[src/design/ccrp_pkg.sv]
// ----------------------------------------------------------------------------
// ccrp_pkg
// Shared types, codes and ratio compare helpers for the rudder positioner.
// ----------------------------------------------------------------------------
package ccrp_pkg;

   localparam int CountWidth = 16;
   localparam int ProdWidth  = CountWidth + 5;
   localparam int SpeedWidth = 9;
   localparam int DriveWidth = 10;
   localparam int ColorWidth = 3;

   localparam logic [SpeedWidth-1:0] SpeedLimit = 9'd400;
   localparam logic [SpeedWidth-1:0] SlowReset  = 9'd200;
   localparam logic [SpeedWidth-1:0] FastReset  = 9'd400;

   typedef logic [CountWidth-1:0] count_type;
   typedef logic [ColorWidth-1:0] color_type;
   typedef logic [SpeedWidth-1:0] speed_type;
   typedef logic signed [DriveWidth-1:0] drive_type;

   typedef enum logic [1:0] {
      OP_COMMAND = 2'd0,
      OP_SAMPLE  = 2'd1,
      OP_CENTER  = 2'd2,
      OP_UNUSED  = 2'd3
   } op_type;

   typedef enum logic {
      CSR_SLOW_SPEED = 1'b0,
      CSR_FAST_SPEED = 1'b1
   } csr_index_type;

   localparam logic [7:0] CmdCenter   = 8'h63;
   localparam logic [7:0] CmdColorLow = 8'h31;
   localparam logic [7:0] CmdColorHigh = 8'h37;

   localparam color_type ColorCenter = 3'd4;

   // c/x >= p/q
   function automatic logic ratio_ge(input count_type c, input count_type x,
                                     input logic [4:0] p, input logic [4:0] q);
      logic [ProdWidth-1:0] lhs;
      logic [ProdWidth-1:0] rhs;
      lhs = ProdWidth'(c) * ProdWidth'(q);
      rhs = ProdWidth'(p) * ProdWidth'(x);
      if (x == '0) ratio_ge = (c != '0);
      else ratio_ge = (lhs >= rhs);
   endfunction

   // c/x > p/q
   function automatic logic ratio_gt(input count_type c, input count_type x,
                                     input logic [4:0] p, input logic [4:0] q);
      logic [ProdWidth-1:0] lhs;
      logic [ProdWidth-1:0] rhs;
      lhs = ProdWidth'(c) * ProdWidth'(q);
      rhs = ProdWidth'(p) * ProdWidth'(x);
      if (x == '0) ratio_gt = (c != '0);
      else ratio_gt = (lhs > rhs);
   endfunction

   // c/x <= p/q
   function automatic logic ratio_le(input count_type c, input count_type x,
                                     input logic [4:0] p, input logic [4:0] q);
      logic [ProdWidth-1:0] lhs;
      logic [ProdWidth-1:0] rhs;
      lhs = ProdWidth'(c) * ProdWidth'(q);
      rhs = ProdWidth'(p) * ProdWidth'(x);
      if (x == '0) ratio_le = 1'b0;
      else ratio_le = (lhs <= rhs);
   endfunction

   // c/x < p/q
   function automatic logic ratio_lt(input count_type c, input count_type x,
                                     input logic [4:0] p, input logic [4:0] q);
      logic [ProdWidth-1:0] lhs;
      logic [ProdWidth-1:0] rhs;
      lhs = ProdWidth'(c) * ProdWidth'(q);
      rhs = ProdWidth'(p) * ProdWidth'(x);
      if (x == '0) ratio_lt = 1'b0;
      else ratio_lt = (lhs < rhs);
   endfunction

endpackage

[src/design/color_coded_rudder_positioner.sv]
// ----------------------------------------------------------------------------
// color_coded_rudder_positioner
// Classifies color sensor samples and drives the rudder toward a target color.
// ----------------------------------------------------------------------------
// One item is accepted per cycle while the input register is empty or the result
// is not stalled. Each item is held in an input register and then processed by
// a single pass of compare logic and the move state update, landing in the result
// register, from which it is shown and can be taken. A stalled result holds the
// item behind it, and only then the input. Configuration writes are always
// accepted.
// ----------------------------------------------------------------------------
module color_coded_rudder_positioner (
   input  logic                            clock,
   input  logic                            reset,

   input  logic                            req_valid,
   output logic                            req_ready,
   input  logic [1:0]                      req_operation,
   input  logic [7:0]                      req_command_byte,
   input  logic [15:0]                     req_clear_count,
   input  logic [15:0]                     req_red_count,
   input  logic [15:0]                     req_green_count,
   input  logic [15:0]                     req_blue_count,

   output logic                            rsp_valid,
   input  logic                            rsp_ready,
   output logic signed [9:0]               rsp_motor_speed,
   output logic [2:0]                      rsp_color_code,
   output logic                            rsp_busy_res,

   input  logic                            csr_valid,
   output logic                            csr_ready,
   input  logic                            csr_index,
   input  logic [8:0]                      csr_data
);

   typedef enum logic [1:0] {
      PHASE_IDLE = 2'd0,
      PHASE_UP   = 2'd1,
      PHASE_DOWN = 2'd2
   } phase_type;

   ccrp_pkg::speed_type slow_speed_ff;
   ccrp_pkg::speed_type fast_speed_ff;

   logic                s1_valid_ff;
   logic [1:0]          s1_operation_ff;
   logic [7:0]          s1_command_ff;
   ccrp_pkg::count_type s1_clear_ff;
   ccrp_pkg::count_type s1_red_ff;
   ccrp_pkg::count_type s1_green_ff;
   ccrp_pkg::count_type s1_blue_ff;

   ccrp_pkg::color_type current_color_ff, current_color_in;
   ccrp_pkg::color_type target_color_ff, target_color_in;
   phase_type           phase_ff, phase_in;
   logic                slow_only_ff, slow_only_in;
   ccrp_pkg::drive_type drive_ff, drive_in;

   logic                rsp_valid_ff;
   ccrp_pkg::drive_type rsp_motor_speed_ff;
   ccrp_pkg::color_type rsp_color_code_ff;
   logic                rsp_busy_res_ff;

   logic                advance;
   logic                busy;
   ccrp_pkg::color_type sample_color;
   logic                sample_match;
   ccrp_pkg::color_type diff_up, diff_down;
   ccrp_pkg::speed_type mag_up, mag_down;
   ccrp_pkg::speed_type mag_sel_up, mag_sel_down;

   assign advance   = !rsp_valid_ff || rsp_ready;
   assign req_ready = !s1_valid_ff || advance;
   assign csr_ready = 1'b1;

   assign rsp_valid       = rsp_valid_ff;
   assign rsp_motor_speed = rsp_motor_speed_ff;
   assign rsp_color_code  = rsp_color_code_ff;
   assign rsp_busy_res    = rsp_busy_res_ff;

   assign busy = (phase_ff != PHASE_IDLE);

   // classify: first matching rule wins
   always_comb begin
      ccrp_pkg::count_type c, r, g, b;
      c = s1_clear_ff;
      r = s1_red_ff;
      g = s1_green_ff;
      b = s1_blue_ff;
      sample_match = 1'b1;
      sample_color = '0;
      priority if (ccrp_pkg::ratio_ge(c, r, 5'd11, 5'd2)) begin
         sample_color = 3'd1;
      end else if (ccrp_pkg::ratio_ge(c, b, 5'd4, 5'd1) &&
                   ccrp_pkg::ratio_le(c, g, 5'd3, 5'd1)) begin
         sample_color = 3'd2;
      end else if (c > 16'd5500 && c <= 16'd7500 &&
                   ccrp_pkg::ratio_ge(c, r, 5'd18, 5'd5) &&
                   ccrp_pkg::ratio_le(c, r, 5'd22, 5'd5) &&
                   ccrp_pkg::ratio_gt(c, g, 5'd3, 5'd1)) begin
         sample_color = 3'd3;
      end else if (c <= 16'd3500 &&
                   ccrp_pkg::ratio_ge(c, r, 5'd5, 5'd2) &&
                   ccrp_pkg::ratio_lt(c, r, 5'd7, 5'd2)) begin
         sample_color = 3'd4;
      end else if (ccrp_pkg::ratio_ge(c, b, 5'd21, 5'd5) &&
                   ccrp_pkg::ratio_gt(c, g, 5'd3, 5'd1) &&
                   ccrp_pkg::ratio_le(c, g, 5'd4, 5'd1)) begin
         sample_color = 3'd5;
      end else if (ccrp_pkg::ratio_gt(c, r, 5'd7, 5'd2) &&
                   ccrp_pkg::ratio_le(c, g, 5'd14, 5'd5)) begin
         sample_color = 3'd6;
      end else if (ccrp_pkg::ratio_ge(c, g, 5'd4, 5'd1)) begin
         sample_color = 3'd7;
      end else begin
         sample_match = 1'b0;
      end
   end

   // drive magnitudes for both directions, saturated
   always_comb begin
      ccrp_pkg::color_type color_now;
      color_now = sample_match ? sample_color : current_color_ff;
      diff_up   = target_color_ff - color_now;
      diff_down = color_now - target_color_ff;
      mag_sel_up   = (slow_only_ff || diff_up <= 3'd1) ? slow_speed_ff : fast_speed_ff;
      mag_sel_down = (slow_only_ff || diff_down <= 3'd1) ? slow_speed_ff : fast_speed_ff;
      mag_up   = (mag_sel_up > ccrp_pkg::SpeedLimit) ? ccrp_pkg::SpeedLimit : mag_sel_up;
      mag_down = (mag_sel_down > ccrp_pkg::SpeedLimit) ? ccrp_pkg::SpeedLimit
                                                        : mag_sel_down;
   end

   always_comb begin
      current_color_in = current_color_ff;
      target_color_in  = target_color_ff;
      phase_in         = phase_ff;
      slow_only_in     = slow_only_ff;
      drive_in         = drive_ff;
      unique case (ccrp_pkg::op_type'(s1_operation_ff))
         ccrp_pkg::OP_COMMAND: begin
            if (!busy) begin
               if (s1_command_ff == ccrp_pkg::CmdCenter) begin
                  target_color_in = ccrp_pkg::ColorCenter;
                  slow_only_in    = 1'b0;
                  phase_in        = PHASE_UP;
                  drive_in        = '0;
               end else if (s1_command_ff >= ccrp_pkg::CmdColorLow &&
                            s1_command_ff <= ccrp_pkg::CmdColorHigh) begin
                  target_color_in = s1_command_ff[2:0];
                  slow_only_in    = 1'b0;
                  phase_in        = PHASE_UP;
                  drive_in        = '0;
               end
            end
         end
         ccrp_pkg::OP_SAMPLE: begin
            if (sample_match) current_color_in = sample_color;
            if (phase_ff == PHASE_UP && current_color_in < target_color_ff) begin
               drive_in = ccrp_pkg::drive_type'({1'b0, mag_up});
            end else if (phase_ff != PHASE_IDLE &&
                         current_color_in > target_color_ff) begin
               phase_in = PHASE_DOWN;
               drive_in = -ccrp_pkg::drive_type'({1'b0, mag_down});
            end else begin
               phase_in = PHASE_IDLE;
               drive_in = '0;
            end
         end
         ccrp_pkg::OP_CENTER: begin
            if (!busy) begin
               current_color_in = '0;
               target_color_in  = ccrp_pkg::ColorCenter;
               slow_only_in     = 1'b1;
               phase_in         = PHASE_UP;
               drive_in         = '0;
            end
         end
         ccrp_pkg::OP_UNUSED: begin
         end
         default: begin
         end
      endcase
   end

   always_ff @(posedge clock) begin
      if (reset) begin
         slow_speed_ff    <= ccrp_pkg::SlowReset;
         fast_speed_ff    <= ccrp_pkg::FastReset;
         s1_valid_ff      <= 1'b0;
         rsp_valid_ff     <= 1'b0;
         current_color_ff <= '0;
         target_color_ff  <= '0;
         phase_ff         <= PHASE_IDLE;
         slow_only_ff     <= 1'b0;
         drive_ff         <= '0;
      end else begin
         if (csr_valid) begin
            unique case (ccrp_pkg::csr_index_type'(csr_index))
               ccrp_pkg::CSR_SLOW_SPEED: slow_speed_ff <= csr_data;
               ccrp_pkg::CSR_FAST_SPEED: fast_speed_ff <= csr_data;
               default: begin
               end
            endcase
         end
         if (req_ready) s1_valid_ff <= req_valid;
         if (advance) rsp_valid_ff <= s1_valid_ff;
         if (advance && s1_valid_ff) begin
            current_color_ff <= current_color_in;
            target_color_ff  <= target_color_in;
            phase_ff         <= phase_in;
            slow_only_ff     <= slow_only_in;
            drive_ff         <= drive_in;
         end
      end
   end

   always_ff @(posedge clock) begin
      if (req_valid && req_ready) begin
         s1_operation_ff <= req_operation;
         s1_command_ff   <= req_command_byte;
         s1_clear_ff     <= ccrp_pkg::count_type'(req_clear_count);
         s1_red_ff       <= ccrp_pkg::count_type'(req_red_count);
         s1_green_ff     <= ccrp_pkg::count_type'(req_green_count);
         s1_blue_ff      <= ccrp_pkg::count_type'(req_blue_count);
      end
      if (advance && s1_valid_ff) begin
         rsp_motor_speed_ff <= drive_in;
         rsp_color_code_ff  <= current_color_in;
         rsp_busy_res_ff    <= (phase_in != PHASE_IDLE);
      end
   end

endmodule

[config.mk]
export PLATFORM = sky130hd
export DESIGN_NAME = color_coded_rudder_positioner
export DESIGN_NICKNAME = d
export VERILOG_FILES = /design/src/design/ccrp_pkg.sv /design/src/design/color_coded_rudder_positioner.sv
export SDC_FILE = /design/constraint.sdc
export NUM_CORES = 1
export LEC_CHECK = 0
export ABC_AREA = 1
export BUFFER_PORTS_ARGS = -buffer_cell sky130_fd_sc_hd__buf_2
export CAP_MARGIN = 20
export CORE_MARGIN = 10
export CORE_UTILIZATION = 30
export CTS_BUF_LIST = sky130_fd_sc_hd__clkbuf_8
export CTS_CLUSTER_SIZE = 10
export DETAILED_ROUTE_END_ITERATION = 6
export GPL_TIMING_DRIVEN = 1
export PLACE_DENSITY = 0.44
export SYNTH_ARGS = -nofsm -noshare
export SYNTH_HDL_FRONTEND = slang
export SYNTH_SLANG_ARGS = --single-unit
[constraint.sdc]
create_clock -name clock -period 19.1 [get_ports clock]
set_input_delay 5.73 -clock clock [delete_from_list [all_inputs] [get_ports clock]]
set_output_delay 5.73 -clock clock [all_outputs]
set_load 0.02 [all_outputs]
**After elaboration in Yosys (flattened, before gate mapping)**

Index checks and enable logic that the tools add are counted.

- Logic and storage cells: 195
- Output and inout bits: 17
- Bits in registers: 127

- Bitwise gates (word level): 1
- Eq/ne operators: 7
- $lt $le $gt $ge: 24
- Mux-type cells: 101
- Multiply operators: 9
- Reduce and logical (&&, ||, !) cells: 32
- $add $sub $neg: 3

Operators with widths:

| operator | count |
|---|---|
| $mux W1 | 66 |
| $mul A4 B16 Y20 const A | 3 |
| $mux W10 | 6 |
| $mul A3 B16 Y19 const A | 3 |
| $logic_not A16 Y1 | 3 |
| $ge A19 B21 Y1 | 2 |
| $mux W3 | 14 |
| $ge A16 B18 Y1 | 2 |
| $le A16 B18 Y1 | 2 |
| $mux W9 | 4 |
| $pmux W10 S3 | 1 |
| $le A19 B21 Y1 | 1 |
| $mul A5 B16 Y21 const A | 1 |
| $ge A17 B20 Y1 | 1 |
| $le A19 B20 Y1 | 1 |
| $ge A17 B19 Y1 | 1 |
| $gt A17 B19 Y1 | 1 |
| $lt A17 B19 Y1 | 1 |
| $mul A16 B3 Y19 const B | 1 |
| $gt A16 B18 Y1 | 1 |
| $gt A9 B9 Y1 const B | 2 |
| $mul A2 B16 Y18 const A | 1 |
| $gt A16 B13 Y1 const B | 1 |
| $le A16 B12 Y1 const B | 1 |
| other kinds (26) | 57 |

**Longest topological paths before layout**

- Depth after elaboration: 51
- Gate-level depth with buffers: 62
- Depth with buffers taken out: 62

**Least setup slack after synthesis**

OpenSTA, ideal clock, no wires.

- Path kind: input port to output port
- Start point: input rsp_ready
- End point: output req_ready
- Buffers on the path: 0
- Required time: 13.370 ns
- Data arrival time: 5.983 ns
- Stages: 2
- Slack: 7.387 ns
- Cells stage by stage: inv_1 > nand3_1

- Cells in the longest elaborated chain, start to end: 2

RTL lines:

| item | line | text |
|---|---|---|
| from (decl) | color_coded_rudder_positioner.sv:26 | `input logic rsp_ready,` |
| $logic_or A1 B1 Y1 | color_coded_rudder_positioner.sv:73 | `assign advance = !rsp_valid_ff \|\| rsp_ready;` |
| $logic_or A1 B1 Y1 | color_coded_rudder_positioner.sv:74 | `assign req_ready = !s1_valid_ff \|\| advance;` |
| to (decl) | color_coded_rudder_positioner.sv:17 | `output logic req_ready,` |

Every way passes these cells.

**Worst setup path after layout**

Ends and elaborated chain as after synthesis.

==> flow_summary.yaml <==
power:
  totalPowerFinal_w: 0.001682
  power_density_nw_per_um2: 85.26
  p_leak_nw: 10.20
  max-vdd-ir-drop_uv: 52.29
setup_path:
  end_kind: "output port"
  rr_worst_depth: 50
  critical_path.top_delay_family: "buffers and inverters"
  required_ns: 13.37
  reg2reg_to: "rsp_motor_speed[6]"
  r2r_start: "s1_clear_ff[9]"
  worstSetupPathType: "primary input to output port"
  critPathLaunchType: "primary input"
  worst-path-buf-inv: 3
  cp_slowest_stage_delay_ns: 0.18
  cp_cell_sequence: "buf_2 > inv_1 > nand3_1 > buf_2"
  cp.arrival_ns: 6.16
  reg2reg_slack_ns: 10.16
  cp_max_fo: 3
  critPathSlowestCell: "buf_2"
  crit_path_frequent_cell: "buf_2"
synth:
  yosysSeqAreaShare_pct: 19.15
  yosysUniqueCellTypes: 52
  yosysTopAreaCell: "ha_1"
  postSynthCellCount: 2330
  synth_area_leaders: "ha_1, edfxtp_1, nand2_1"
  synth_most_common_cell: "nand2_1"
  synth_edf_count: 88
  syn_avg_cell_area_um2: 7.671
  ys_warn_count: 0
  synth_fp_nets: 2871
  ys_seq_elements: 127
  yosys.area.top_type_share_pct: 27.37
  yosys-top-cells-count: "nand2_1, ha_1, inv_1, a21oi_1, nor2_1"
  async_flop_share_pct: 0
  synth_ff_type: "edfxtp_1"
  syn_area_um2: 17870
global_routing:
  grt_max_degree: 40
  grt_usage_pct: 15.89
  met3_usage_pct: 2.483
  grt_pass1_vias: 15900
  top_usage_layer: "met2"
  use_met1_pct: 20.36
  grt_overflow: 0
  antenna_found_initial: 2
  grt_use_met2_pct: 26.91
  grt_pass1_wl_um: 87240
sta:
  hold_ws_ns: 0.4778
  finClkSkew_ns: 0.03072
  period_needed_ns: 11.89
  setup-violations-final: 0
  rsz0062_at_grt: "no"
  maxSlewViolCount: 0
  maxSlewHeadroom_pct: 31.46
  worst_slew_pin_slew_ns: 1.019
  max_freq_ghz: 0.08410
  setup_ws_ns: 7.209
  period_share_pct: 62.26
  hold_violations: 0
  tns_ns: 0
run:
  cap_violations: 0
cts:
  post_cts_buffers: 0
  tritoncts: "done"
  cts_sinks: 127
  postCtsHoldBufs: 0
  cts-root-to-sink-buffers: 2
  cts_buffers: 17
  htreeDepth: 4
  worstSkewPairLatency_ns: 0.56
  clk_pin_slew_ns: 0.10
  cts-root-buf: "clkbuf_8"
  cts-resized-gates: 0
min_path:
  holdPathStages: 2
  hold_path_end: "slow_speed_ff[2]"
  hold_start: "slow_speed_ff[2]"
  hp-class: "register to register"
run_status:
  status: "finished, final reports clean"
floorplanning:
  fp.dieW_um: 264.1
  dieArea_um2: 69740
  initial_core_util_pct: 30.28
  io-pin-count: 106
  rows: 89
  core_region_area_um2: 59020
  fp.dieH_um: 264.1
layout:
  drive_above_1_share_pct: 7.517
  final_nets: 2989
  syn_to_final_growth_pct: 10.40
place:
  io_buffers: 104
  place.gp.congestion: 0.9022
  hpwl_um: 44380
  dp_slack_ns: 7.211
route:
  drt_iter0_markers: 827
  via_count: 15670
  routed_wl_um: 54930
  wl_per_cell_um: 16.97
  ant_nets: 0
  drt-vias-per-instance: 4.843
  dr.pass1.iters: 4
  drc: 0
## how the worst max path moves through the flow
| stage | endpoint | start | slack [ns] | cells past startpoint |
|---|---|---|---|---|
| floorplan | req_ready | rsp_ready | 7.39 | 2 |
| global placement | req_ready | rsp_ready | 7.19 | 4 |
| detailed placement | req_ready | rsp_ready | 7.21 | 4 |
| CTS | req_ready | rsp_ready | 7.21 | 4 |
| global route | req_ready | rsp_ready | 7.17 | 4 |
| finish | req_ready | rsp_ready | 7.21 | 4 |
## state kept, by name, indices dropped and copies added (netlist names), 3 cells and up
name / count
current_color_ff: 3
drive_ff: 10
fast_speed_ff: 9
rsp_color_code: 3
rsp_motor_speed: 10
s1_blue_ff: 16
s1_clear_ff: 16
s1_command_ff: 8
s1_green_ff: 16
s1_red_ff: 16
slow_speed_ff: 9
target_color_ff: 3
## power by group
| part | total [W] | internal [W] | switching (W) | leakage, nW |
|---|---|---|---|---|
| Clock | 0.000253 | 0.0000982 | 0.000155 | 0.198 |
| Sequential | 0.000346 | 0.000314 | 0.0000322 | 1.18 |
| Combinational | 0.00108 | 0.000410 | 0.000673 | 8.82 |
| Total | 0.00168 | 0.000822 | 0.000860 | 10.2 |
## tightest hold or removal path: cells and delay by family, from the launching register on
kind	cells	cell delay (ns)
compound gates	1	0.06
flops	1	0.32
buf+inv	1	0.06
## stage by stage
step / instance area, um2 / cells / utilization (%)
after global placement: 19330 / 3202 / 32.76
after detailed placement: 19330 / 3202 / 32.76
after floorplan: 17870 / 2330 / -
after CTS: 19730 / 3234 / 33.42
final: 19730 / 3236 / 33.43
after global routing: 19730 / 3236 / 33.43
## area by class of cell
class	instances	area, um2
well taps	773	967.2
clock inverters	15	160.2
repair buffers	109	558.0
flip-flops and latches	127	3423
diodes	2	5.005
multi-input cells	1814	12960
fillers	6309	39290
clock buffers	17	234.0
inverters	379	1424
## cell families (layout without fill, tap and decap cells)
family	after synthesis	count (layout)	share of synthesized area, %
flops	127	127	19.15
buf+inv	389	520	8.337
other cells	1	3	0.02098
compound gates	408	408	12.93
simple gates	846	846	20.11
fa+ha+maj	452	452	34.20
xor+xnor	107	107	5.243
## cell usage in the layout, fill, tap and decap left out, types with 4 or more instances in the layout
master / Yosys / routed
xor2_1: 65 / 65
a31oi_1: 18 / 18
nand4_1: 27 / 27
fa_1: 61 / 61
inv_2: 6 / 6
nor4_1: 12 / 12
nor3_1: 36 / 36
and3_1: 4 / 4
a21oi_1: 194 / 194
nor2_1: 147 / 147
nand3_1: 110 / 110
nand3b_1: 6 / 6
edfxtp_1: 88 / 88
clkbuf_8: 0 / 17
a21boi_0: 4 / 4
ha_1: 391 / 391
o21ai_2: 10 / 10
inv_1: 369 / 368
o21ai_1: 22 / 22
o21bai_1: 19 / 19
a211oi_1: 10 / 10
nand2_2: 8 / 8
buf_4: 2 / 5
a21o_1: 17 / 17
xnor2_1: 42 / 42
nor2_2: 5 / 5
o211ai_1: 6 / 6
nand2_1: 477 / 477
inv_8: 0 / 6
o21a_1: 9 / 9
o21ai_0: 85 / 85
dfxtp_1: 39 / 39
clkinv_1: 4 / 4
buf_2: 0 / 104
## layer usage
| layer | wire [um] | part of all wire, % |
|---|---|---|
| met2 | 25980 | 47 |
| met3 | 1675 | 3.0 |
| met4 | 1109 | 2.0 |
| met5 | 0 | 0 |
| met1 | 26160 | 48 |
No activity file was read; power rests on OpenSTA's default activity.
